==> src/hw/rtl/y2rgb_pkg.sv <==
package y2rgb_pkg;

	// Q15 colour conversion coefficients.
	localparam int COEF_RV_I   = 37221;
	localparam int COEF_GU_I   = 12975;
	localparam int COEF_GV_I   = 18949;
	localparam int COEF_BU_I   = 66883;
	localparam int FRAC_BITS   = 15;

	localparam int PIX_W  = 8;
	localparam int PROD_W = 26;
	localparam int OFF_W  = 10;
	localparam int SUM_W  = 11;
	localparam int WORD_W = 32;

	localparam logic signed [PROD_W-1:0] COEF_RV = PROD_W'(COEF_RV_I);
	localparam logic signed [PROD_W-1:0] COEF_GU = PROD_W'(COEF_GU_I);
	localparam logic signed [PROD_W-1:0] COEF_GV = PROD_W'(COEF_GV_I);
	localparam logic signed [PROD_W-1:0] COEF_BU = PROD_W'(COEF_BU_I);

	// Output format codes.
	localparam logic [1:0] FMT_RGB  = 2'd0;
	localparam logic [1:0] FMT_BGR  = 2'd1;
	localparam logic [1:0] FMT_ARGB = 2'd2;

	// Register indexes on the configuration port.
	localparam logic REG_FORMAT = 1'b0;
	localparam logic REG_ALPHA  = 1'b1;

	localparam logic [1:0]       FORMAT_RESET = FMT_RGB;
	localparam logic [PIX_W-1:0] ALPHA_RESET  = 8'hFF;

	// Chroma contributions shared by both lanes.
	typedef struct packed {
		logic signed [OFF_W-1:0] r_off;
		logic signed [OFF_W-1:0] g_off;
		logic signed [OFF_W-1:0] b_off;
	} chroma_t;

	typedef struct packed {
		logic [1:0]       format;
		logic [PIX_W-1:0] alpha;
	} fmt_cfg_t;

endpackage

==> src/hw/rtl/yuyv_to_rgb_pixel_pair_top.sv <==
// YUYV 4:2:2 macropixel to packed RGB pixel pair converter.
// Each accepted word passes the first-stage registers, then the output register, where it leaves with done high.
// Throughput: one word per cycle; busy is never high, set by the two-stage pipeline
// (chroma products, then the two per-pixel lanes into the output register).
// Reset (arst_n low, asynchronous) empties the pipeline and sets RGB format, alpha 255.
// The receiver cannot stall: each result is shown for exactly one cycle.
module yuyv_to_rgb_pixel_pair_top
	import y2rgb_pkg::*;
(
	input  logic              clk,
	input  logic              arst_n,
	input  logic              psel,
	input  logic              penable,
	input  logic              pwrite,
	input  logic [2:0]        paddr,
	input  logic [31:0]       pwdata,
	output logic [31:0]       prdata,
	output logic              pready,
	input  logic              start,
	output logic              busy,
	input  logic [PIX_W-1:0]  luma_first,
	input  logic [PIX_W-1:0]  chroma_blue,
	input  logic [PIX_W-1:0]  luma_second,
	input  logic [PIX_W-1:0]  chroma_red,
	output logic              done,
	output logic [WORD_W-1:0] pixel_first,
	output logic [WORD_W-1:0] pixel_second
);

	fmt_cfg_t          cfg_q;
	logic              accept;
	logic              v_s1;
	logic              done_q;
	logic [PIX_W-1:0]  luma0_s1;
	logic [PIX_W-1:0]  luma1_s1;
	chroma_t           chroma_s1;
	logic [WORD_W-1:0] lane0_pix;
	logic [WORD_W-1:0] lane1_pix;
	logic [WORD_W-1:0] pix0_q;
	logic [WORD_W-1:0] pix1_q;
	logic              wr_en;

	assign pready = 1'b1;
	assign busy   = 1'b0;
	assign accept = start && !busy;
	assign wr_en  = psel && penable && pwrite && pready;

	always_ff @(posedge clk or negedge arst_n) begin
		if (!arst_n) begin
			cfg_q.format <= FORMAT_RESET;
			cfg_q.alpha  <= ALPHA_RESET;
		end else if (wr_en) begin
			case (paddr[2])
				REG_FORMAT: cfg_q.format <= pwdata[1:0];
				REG_ALPHA:  cfg_q.alpha  <= pwdata[PIX_W-1:0];
				default:    cfg_q        <= cfg_q;
			endcase
		end
	end

	always_comb begin
		case (paddr[2])
			REG_FORMAT: prdata = {30'd0, cfg_q.format};
			REG_ALPHA:  prdata = {24'd0, cfg_q.alpha};
			default:    prdata = '0;
		endcase
	end

	always_ff @(posedge clk or negedge arst_n) begin
		if (!arst_n) begin
			v_s1   <= 1'b0;
			done_q <= 1'b0;
		end else begin
			v_s1   <= accept;
			done_q <= v_s1;
		end
	end

	always_ff @(posedge clk) begin
		if (accept) begin
			luma0_s1 <= luma_first;
			luma1_s1 <= luma_second;
		end
	end

	y2rgb_chroma u_chroma (
		.clk         (clk),
		.arst_n      (arst_n),
		.load        (accept),
		.chroma_blue (chroma_blue),
		.chroma_red  (chroma_red),
		.chroma_s1   (chroma_s1)
	);

	y2rgb_lane u_lane0 (
		.luma   (luma0_s1),
		.chroma (chroma_s1),
		.cfg    (cfg_q),
		.pixel  (lane0_pix)
	);

	y2rgb_lane u_lane1 (
		.luma   (luma1_s1),
		.chroma (chroma_s1),
		.cfg    (cfg_q),
		.pixel  (lane1_pix)
	);

	// Both lanes land in the output register together so the pair leaves together.
	always_ff @(posedge clk) begin
		if (v_s1) begin
			pix0_q <= lane0_pix;
			pix1_q <= lane1_pix;
		end
	end

	assign done         = done_q;
	assign pixel_first  = pix0_q;
	assign pixel_second = pix1_q;

	a_done_follows_start: assert property (@(posedge clk) disable iff (!arst_n)
		done |-> $past(start, 2))
		else $error("result without a word accepted two cycles earlier");

	a_stage_advances: assert property (@(posedge clk) disable iff (!arst_n)
		v_s1 |=> done)
		else $error("first stage word did not reach the output");

	a_no_alpha_outside_argb: assert property (@(posedge clk) disable iff (!arst_n)
		(done && cfg_q.format != FMT_ARGB) |->
		(pixel_first[31:24] == 8'h00 && pixel_second[31:24] == 8'h00))
		else $error("top byte set outside ARGB format");

	a_pair_shares_chroma: assert property (@(posedge clk) disable iff (!arst_n)
		(done && $past(luma0_s1) == $past(luma1_s1)) |-> (pixel_first == pixel_second))
		else $error("equal luma gave different pixels in one pair");

endmodule

==> src/hw/rtl/y2rgb_chroma.sv <==
module y2rgb_chroma
	import y2rgb_pkg::*;
(
	input  logic             clk,
	input  logic             arst_n,
	input  logic             load,
	input  logic [PIX_W-1:0] chroma_blue,
	input  logic [PIX_W-1:0] chroma_red,
	output chroma_t          chroma_s1
);

	logic signed [PIX_W-1:0]  u_c;
	logic signed [PIX_W-1:0]  v_c;
	logic signed [PROD_W-1:0] p_r;
	logic signed [PROD_W-1:0] p_g;
	logic signed [PROD_W-1:0] p_b;
	logic signed [PROD_W-1:0] sh_r;
	logic signed [PROD_W-1:0] sh_g;
	logic signed [PROD_W-1:0] sh_b;

	// Subtracting 128 from an unsigned byte is an inversion of its top bit.
	assign u_c = {~chroma_blue[PIX_W-1], chroma_blue[PIX_W-2:0]};
	assign v_c = {~chroma_red[PIX_W-1], chroma_red[PIX_W-2:0]};

	assign p_r = PROD_W'(v_c) * COEF_RV;
	assign p_g = PROD_W'(u_c) * COEF_GU + PROD_W'(v_c) * COEF_GV;
	assign p_b = PROD_W'(u_c) * COEF_BU;

	// An arithmetic shift rounds toward minus infinity.
	assign sh_r = p_r >>> FRAC_BITS;
	assign sh_g = p_g >>> FRAC_BITS;
	assign sh_b = p_b >>> FRAC_BITS;

	always_ff @(posedge clk or negedge arst_n) begin
		if (!arst_n) begin
			chroma_s1 <= '0;
		end else if (load) begin
			chroma_s1.r_off <= sh_r[OFF_W-1:0];
			chroma_s1.g_off <= sh_g[OFF_W-1:0];
			chroma_s1.b_off <= sh_b[OFF_W-1:0];
		end
	end

endmodule

==> src/hw/rtl/y2rgb_lane.sv <==
module y2rgb_lane
	import y2rgb_pkg::*;
(
	input  logic [PIX_W-1:0]  luma,
	input  chroma_t           chroma,
	input  fmt_cfg_t          cfg,
	output logic [WORD_W-1:0] pixel
);

	logic signed [SUM_W-1:0] y_ext;
	logic signed [SUM_W-1:0] sum_r;
	logic signed [SUM_W-1:0] sum_g;
	logic signed [SUM_W-1:0] sum_b;
	logic [PIX_W-1:0]        r;
	logic [PIX_W-1:0]        g;
	logic [PIX_W-1:0]        b;

	function automatic logic [PIX_W-1:0] sat8(input logic signed [SUM_W-1:0] v);
		logic [PIX_W-1:0] res;
		if (v[SUM_W-1]) begin
			res = '0;
		end else if (v[SUM_W-2:PIX_W] != '0) begin
			res = '1;
		end else begin
			res = v[PIX_W-1:0];
		end
		return res;
	endfunction

	assign y_ext = SUM_W'({1'b0, luma});
	assign sum_r = y_ext + SUM_W'(chroma.r_off);
	assign sum_g = y_ext - SUM_W'(chroma.g_off);
	assign sum_b = y_ext + SUM_W'(chroma.b_off);

	assign r = sat8(sum_r);
	assign g = sat8(sum_g);
	assign b = sat8(sum_b);

	always_comb begin
		case (cfg.format)
			FMT_BGR:  pixel = {8'h00, b, g, r};
			FMT_ARGB: pixel = {cfg.alpha, r, g, b};
			default:  pixel = {8'h00, r, g, b};
		endcase
	end

endmodule

==> config.mk <==
export PLATFORM = sky130hd
export DESIGN_NAME = yuyv_to_rgb_pixel_pair_top
export DESIGN_NICKNAME = d
export VERILOG_FILES = /design/src/hw/rtl/y2rgb_pkg.sv /design/src/hw/rtl/yuyv_to_rgb_pixel_pair_top.sv /design/src/hw/rtl/y2rgb_chroma.sv /design/src/hw/rtl/y2rgb_lane.sv
export SDC_FILE = /design/constraint.sdc
export NUM_CORES = 1
export LEC_CHECK = 0
export ABC_AREA = 1
export BUFFER_PORTS_ARGS = -buffer_cell sky130_fd_sc_hd__buf_2
export CAP_MARGIN = 30
export CORE_UTILIZATION = 56
export CTS_CLUSTER_SIZE = 28
export DETAILED_ROUTE_END_ITERATION = 8
export PLACE_DENSITY = 0.79
export SYNTH_ARGS = -nofsm -noshare
export SYNTH_HDL_FRONTEND = slang
export SYNTH_SLANG_ARGS = --single-unit
==> constraint.sdc <==
create_clock -name clk -period 1.87 [get_ports clk]
set_input_delay 0.2805 -clock clk [delete_from_list [all_inputs] [get_ports clk]]
set_output_delay 0.2805 -clock clk [all_outputs]
set_load 0.05 [all_outputs]
==> results.json, run 1 <==
{
  "outcome": "complete, but fails checks",
  "violations": "DRC, setup timing",
  "drive_gt1_share_pct": 40.2,
  "yosysSeqAreaShare_pct": 19.2,
  "grt_pass1_vias": 18700,
  "instances_no_fill": 3317,
  "routed_via_density": 5.97,
  "hold_class": "primary input to flop",
  "cts_tree": "built",
  "synth_seq_cells": 114,
  "synth_cell_types": 44,
  "antenna_cells": 0,
  "areaGrowthSynthToFinish_pct": 49.4,
  "dp.cells": 3190,
  "cp-end-kind": "flop",
  "antenna_found_initial": 0,
  "critPathKind": "primary input to flop",
  "worst-path-stages": 28,
  "fin_crit_sh_pct": 231,
  "dr_total_vias": 19800,
  "path_max_fanout": 4,
  "final_common_cell": "nand2_1",
  "critPathMaxStageDelay_ns": 0.55,
  "rsz0062_at_grt": "yes",
  "io_buffers": 119,
  "synth_area_per_cell_um2": 7.23,
  "core_um2": 29100,
  "die_x_um": 175,
  "drv_slew": 0,
  "drc_errors": 1,
  "io-pin-count": 172,
  "drt_first_pass_iters": 9,
  "fmax_ghz": 0.232,
  "cp.required_ns": 2.21,
  "whs_ns": 0.0119,
  "critPathTopFamily": "adder cells",
  "num_rows": 62,
  "setup_ws_ns": -2.44,
  "arrival_ns": 4.65,
  "dpl-instance-area_um2": 21100,
  "grt_pass1_wl_um": 93600,
  "grt_max_degree": 37,
  "ant_nets": 0,
  "fin_area_um2": 25100,
  "crit_slowest_cell": "fa_1",
  "ff2ff_path_depth": 11,
  "synth_area_um2": 16800,
  "dp_hpwl_um": 43500,
  "htreeDepth": 4,
  "skew_ns": 0.0156,
  "final-setup-viol-count": 78,
  "die_h_um": 175,
  "start_kind": "primary input",
  "p_per_area_nw_per_um2": 1650,
  "netlist_instances": 2321,
  "maxCapViolCount": 0,
  "relSlewSlack_pct": 52.7,
  "drt_iter0_markers": 2103,
  "overflow": 0,
  "period_minus_slack_ns": 4.31,
  "finalHoldViolCount": 0,
  "wl_um": 68600,
  "routedWlPerCell_um": 20.7,
  "clk_latency_ns": 0.45,
  "die_area_um2": 30600,
  "fillCellCount": 1532,
  "critPathBufInv": 5,
  "cts.sinks": 114,
  "gp_congestion": 0.977,
  "p_leak_nw": 13.0,
  "path_clk_slew_ns": 0.06,
  "nets": 3353,
  "layout_common_cells": "nand2_1, buf_4, inv_1",
  "vdd_drop_max_mv": 2.07,
  "holdPathStages": 1,
  "yosys_warnings": 0,
  "worstMarginPinSlew_ns": 0.710,
  "cts_made_buffers": 17,
  "cts_buffer_depth": 2,
  "track_usage_pct": 38.8,
  "start_util_pct": 57.6,
  "cts_root_buf": "clkbuf_16"
}
## state kept, by name, summed over array words and instances, names as in the netlist
signal and cells:
cfg_q 10, done 1, luma0_s1 8, luma1_s1 8, pixel_first 25, pixel_second 31, u_chroma.chroma_s1 30, v_s1 1
## through the flow
stage	worst slack, ns	util (%)	setup TNS, ns	power, mW
final	-2.44	86.2	-79.65	41.4
after global routing	-2.62	86.2	-85.67	43.6
after CTS	-2.28	80.6	-63.99	35.2
after detailed placement	-2.91	72.4	-85.83	28.7
after global placement	-2.82	72.4	-82.40	28.2
after floorplan	-2.45	-	-54.53	19.9
## logic make-up (layout without fill, tap and decap cells)
logic type,count (synthesis),in the layout,synth area share (%)
multiplexers,6,6,0.403
AND/OR/NAND/NOR,1094,1096,28.3
XOR/XNOR,61,61,3.19
buffers and inverters,455,1041,11.3
adder cells (fa/ha/maj),360,360,29.9
AO/OA/AOI/OAI,229,229,7.64
other,2,26,0.0448
flip-flops,114,114,19.2
## worst reg2reg max path, delay by kind of cell (launching register included)
kind	cells	cell delay (ns)
buf+inv	1	0.11
fa+ha+maj	1	0.46
flops	1	0.57
simple gates	9	1.42
## area by class of cell
type                       instances  area (um^2)  area share [%]
tap                              384          480            1.92
clock buffer                      17          425            1.70
inverter                         397         1530            6.09
timing repair buffer             612         4600            18.4
clock inverter                    15          110           0.439
multi-input combinational       1778        14700            58.6
sequential                       114         3230            12.9
## worst paths after layout
kind                            slack (ns)                          startpoint                            endpoint
worst max-delay path                 -2.44                      chroma_blue[6]  u_chroma.chroma_s1[17]$_DFFE_PN0P_
worst min-delay path                  0.01                      luma_second[0]               luma1_s1[0]$_DFFE_PP_
worst max register to register       -0.95               luma0_s1[4]$_DFFE_PP_            pixel_first[7]$_DFFE_PP_
worst min register to register        0.52  u_chroma.chroma_s1[13]$_DFFE_PN0P_  u_chroma.chroma_s1[13]$_DFFE_PN0P_
max in group asynchronous             0.94                              arst_n   u_chroma.chroma_s1[0]$_DFFE_PN0P_
min in group asynchronous             0.31                              arst_n                      done$_DFF_PN0_
## repair_timing
| action | in CTS | in global routing |
|---|---|---|
| buffers inserted | 47 | 50 |
| setup endpoints to repair | 78 | 78 |
| pin swaps | 170 | 156 |
| hold buffers | 1 | 0 |
| cloned | 2 | 0 |
| resized for setup | 303 | 284 |
| endpoints found under the hold margin | 14 | 0 |
## power by group
part	internal, mW	total [mW]	leakage (nW)	switching (mW)
Sequential	3.65	4.34	1.20	0.684
Combinational	14.2	34.0	11.6	19.8
Clock	1.69	3.04	0.252	1.35
Total	19.6	41.4	13.0	21.9
## Yosys cell counts (all sizes together)
| cell | instances | share of area, % |
|---|---|---|
| nand2 | 613 | 14 |
| inv | 397 | 8.9 |
| ha | 293 | 22 |
| nand3 | 205 | 6.2 |
| nor2 | 169 | 3.8 |
| a21oi | 115 | 3.4 |
| edfxtp | 72 | 13 |
| o21ai | 71 | 2.2 |
| fa | 67 | 8.0 |
| nand4 | 64 | 2.5 |
| buf | 50 | 2.2 |
| xor2 | 36 | 1.9 |
| dfrtp | 34 | 5.1 |
| xnor2 | 25 | 1.3 |
| nand3b | 19 | 0.85 |
| nor3 | 18 | 0.54 |
| a21o | 13 | 0.58 |
| o21bai | 13 | 0.58 |
| a21boi | 9 | 0.49 |
| clkbuf | 8 | 0.20 |
| dfstp | 8 | 1.3 |
| mux2 | 6 | 0.40 |
| a31oi | 5 | 0.19 |
| o21a | 3 | 0.13 |
| and2 | 2 | 0.075 |
| conb | 2 | 0.045 |
| or2 | 2 | 0.075 |
| and3 | 1 | 0.037 |
| or3 | 1 | 0.037 |
## layer usage
metal / global-route usage, % / up-vias / routed length, um
met2: 68.3 / 1363 / 33100
met4: 22.7 / 0 / 5250
met5: 0 / - / 0
met1: 45.0 / 9224 / 24600
li1: - / 8733 / -
met3: 5.16 / 486 / 5650
Note: power is estimated with default switching activity, not from simulation.
==> run 2: changes to the inputs <==
- ABC_AREA: 1 -> 0
- CORE_MARGIN: unset -> 1.5
- CORE_UTILIZATION: 56 -> 55
- SKIP_CTS_REPAIR_TIMING: unset -> 1
==> results.json, run 2 <==
{
  "synth_seq_cells": 114,
  "hold_class": "primary input to flop",
  "period_minus_slack_ns": 5.11,
  "rsz0062_at_grt": "yes",
  "die_x_um": 164,
  "cts_buffer_depth": 2,
  "cts_root_buf": "clkbuf_16",
  "maxCapViolCount": 0,
  "drt_iter0_markers": 1265,
  "track_usage_pct": 29.6,
  "dpl-instance-area_um2": 18100,
  "fin_crit_sh_pct": 273,
  "crit_top_cell": "inv_1",
  "drv_slew": 0,
  "cp-end-kind": "flop",
  "synth_area_per_cell_um2": 9.49,
  "arrival_ns": 5.43,
  "final-setup-viol-count": 78,
  "drive_gt1_share_pct": 40.0,
  "r2r_slack_ns": -1.26,
  "synth_area_leaders": "ha_1, edfxtp_1, fa_1, dfrtp_1, inv_1",
  "htreeDepth": 4,
  "critPathMaxStageDelay_ns": 0.53,
  "start_util_pct": 56.2,
  "whs_ns": 0.0223,
  "r2r_end": "pixel_second[21]$_DFFE_PP_",
  "outcome": "complete, but fails checks",
  "grt_max_degree": 58,
  "ff2ff_path_depth": 12,
  "critPathKind": "primary input to flop",
  "p_per_area_nw_per_um2": 1570,
  "path_clk_slew_ns": 0.06,
  "wl_um": 48100,
  "yosys_warnings": 0,
  "grt_pass1_wl_um": 63100,
  "clk_latency_ns": 0.43,
  "routed_via_density": 6.09,
  "areaGrowthSynthToFinish_pct": 42.6,
  "cts_made_buffers": 17,
  "gp_congestion": 0.961,
  "yosysTopAreaCellShare_pct": 25.8,
  "relSlewSlack_pct": 55.2,
  "antenna_found_initial": 0,
  "final_util_pct": 80.1,
  "drt_first_pass_iters": 8,
  "skew_ns": 0.0117,
  "async_flop_share_pct": 36.8,
  "setup_ws_ns": -3.24,
  "worstMarginPinSlew_ns": 0.671,
  "cts.sinks": 114,
  "fin_area_um2": 20200,
  "worst-path-stages": 28,
  "dr_total_vias": 14400,
  "cp.required_ns": 2.19,
  "nets": 2456,
  "endpoint": "u_chroma.chroma_s1[17]$_DFFE_PN0P_",
  "fmax_ghz": 0.196,
  "synthTopCellsByCount": "ha_1, inv_1, a21oi_1, nand2_1, edfxtp_1",
  "synth_cell_types": 66,
  "violations": "setup timing",
  "antenna_cells": 0,
  "finalPower_mw": 31.7,
  "path_max_fanout": 3,
  "num_rows": 58,
  "die_h_um": 164,
  "drc_errors": 0,
  "yosysTopAreaCell": "ha_1",
  "io_buffers": 119,
  "netlist_instances": 1494,
  "dp_hpwl_um": 31700,
  "routedWlPerCell_um": 20.3,
  "synth_area_um2": 14200,
  "final_common_cell": "buf_4",
  "cts_tree": "built",
  "critPathTopFamily": "compound AO/OA/AOI/OAI gates",
  "crit_slowest_cell": "fa_1",
  "finalHoldViolCount": 0,
  "critPathBufInv": 7,
  "p_leak_nw": 9.96,
  "die_area_um2": 26800,
  "ant_nets": 0,
  "synth_edf_count": 72,
  "largest_register_ffs": 31,
  "grt_pass1_vias": 13700,
  "layout_common_cells": "buf_4, ha_1, inv_1",
  "yosys.cell_count.top_type": "ha_1",
  "core_um2": 25300,
  "start_kind": "primary input",
  "overflow": 0,
  "crit_start": "chroma_blue[1]",
  "vdd_drop_max_mv": 1.37,
  "io-pin-count": 172,
  "reg2reg_from": "luma1_s1[0]$_DFFE_PP_",
  "holdPathStages": 1,
  "yosysSeqAreaShare_pct": 22.7,
  "synth_flop_cell": "edfxtp_1"
}
[run 2: changes by cell type after synthesis, moves of 31 or more]
cell,previous run,this run
xnor2_1,25,61
nand3_1,201,19
nand4_1,61,9
nor2_1,168,56
a21oi_1,115,82
o21ai_1,1,32
o211ai_1,0,34
nand2_1,593,73
inv_1,396,191
[run 2: layout make-up]
cell class                      instances  area [um^2]
Sequential cell                       114         3230
Fill cell                            1363         5030
Multi-Input combinational cell       1159        11300
Clock inverter                         13          169
Timing Repair Buffer                  539         3930
Inverter                              192          739
Clock buffer                           19          453
Tap cell                              330          413
[run 2: power breakdown]
group | leakage, nW | switching (mW) | internal (mW)
registers | 1.21 | 0.578 | 3.77
clock network | 0.310 | 1.31 | 2.19
logic | 8.44 | 13.2 | 10.6
total | 9.96 | 15.1 | 16.6
[run 2: cells by family (layout without fill, tap and decap cells)]
group,Yosys count,after routing,share of synthesized area (%)
AO/OA/AOI/OAI,368,369,16.9
XOR/XNOR,85,85,5.25
adder cells (fa/ha/maj),360,360,35.3
buffers and inverters,246,763,7.42
flip-flops,114,114,22.7
multiplexers,27,27,2.07
other,2,26,0.0529
AND/OR/NAND/NOR,292,292,10.3
[run 2: how the worst min path moves through the flow]
stage                                        end           start  slack (ns)
2_1_floorplan               cfg_q[8]$_DFFE_PN0P_          arst_n       -0.02
3_3_place_gp   u_chroma.chroma_s1[9]$_DFFE_PN0P_          arst_n        0.32
3_5_place_dp   u_chroma.chroma_s1[9]$_DFFE_PN0P_          arst_n        0.34
4_1_cts        u_chroma.chroma_s1[8]$_DFFE_PN0P_          arst_n       -0.10
5_1_grt                    luma1_s1[0]$_DFFE_PP_  luma_second[0]       0.008
6_report                   luma1_s1[0]$_DFFE_PP_  luma_second[0]        0.02
[run 2: per-stage QoR]
step / TNS (ns) / std cells / setup slack (ns)
finish: -120.80 / 2366 / -3.24
global route: -127.98 / 2366 / -3.46
floorplan: -97.16 / 1518 / -3.16
detailed placement: -135.93 / 2294 / -3.60
CTS: -126.91 / 2326 / -3.18
global placement: -128.32 / 2294 / -3.46
[run 2: metal layers]
layer / global-route usage [%] / vias to the layer above / part of all wire (%) / routed length, um
met3: 3.58 / 263 / 7.1 / 3400
met2: 54.6 / 833 / 50 / 24000
met5: 0 / - / 0 / 0
li1: - / 6402 / - / -
met4: 17.9 / 0 / 6.8 / 3290
met1: 32.2 / 6908 / 36 / 17400
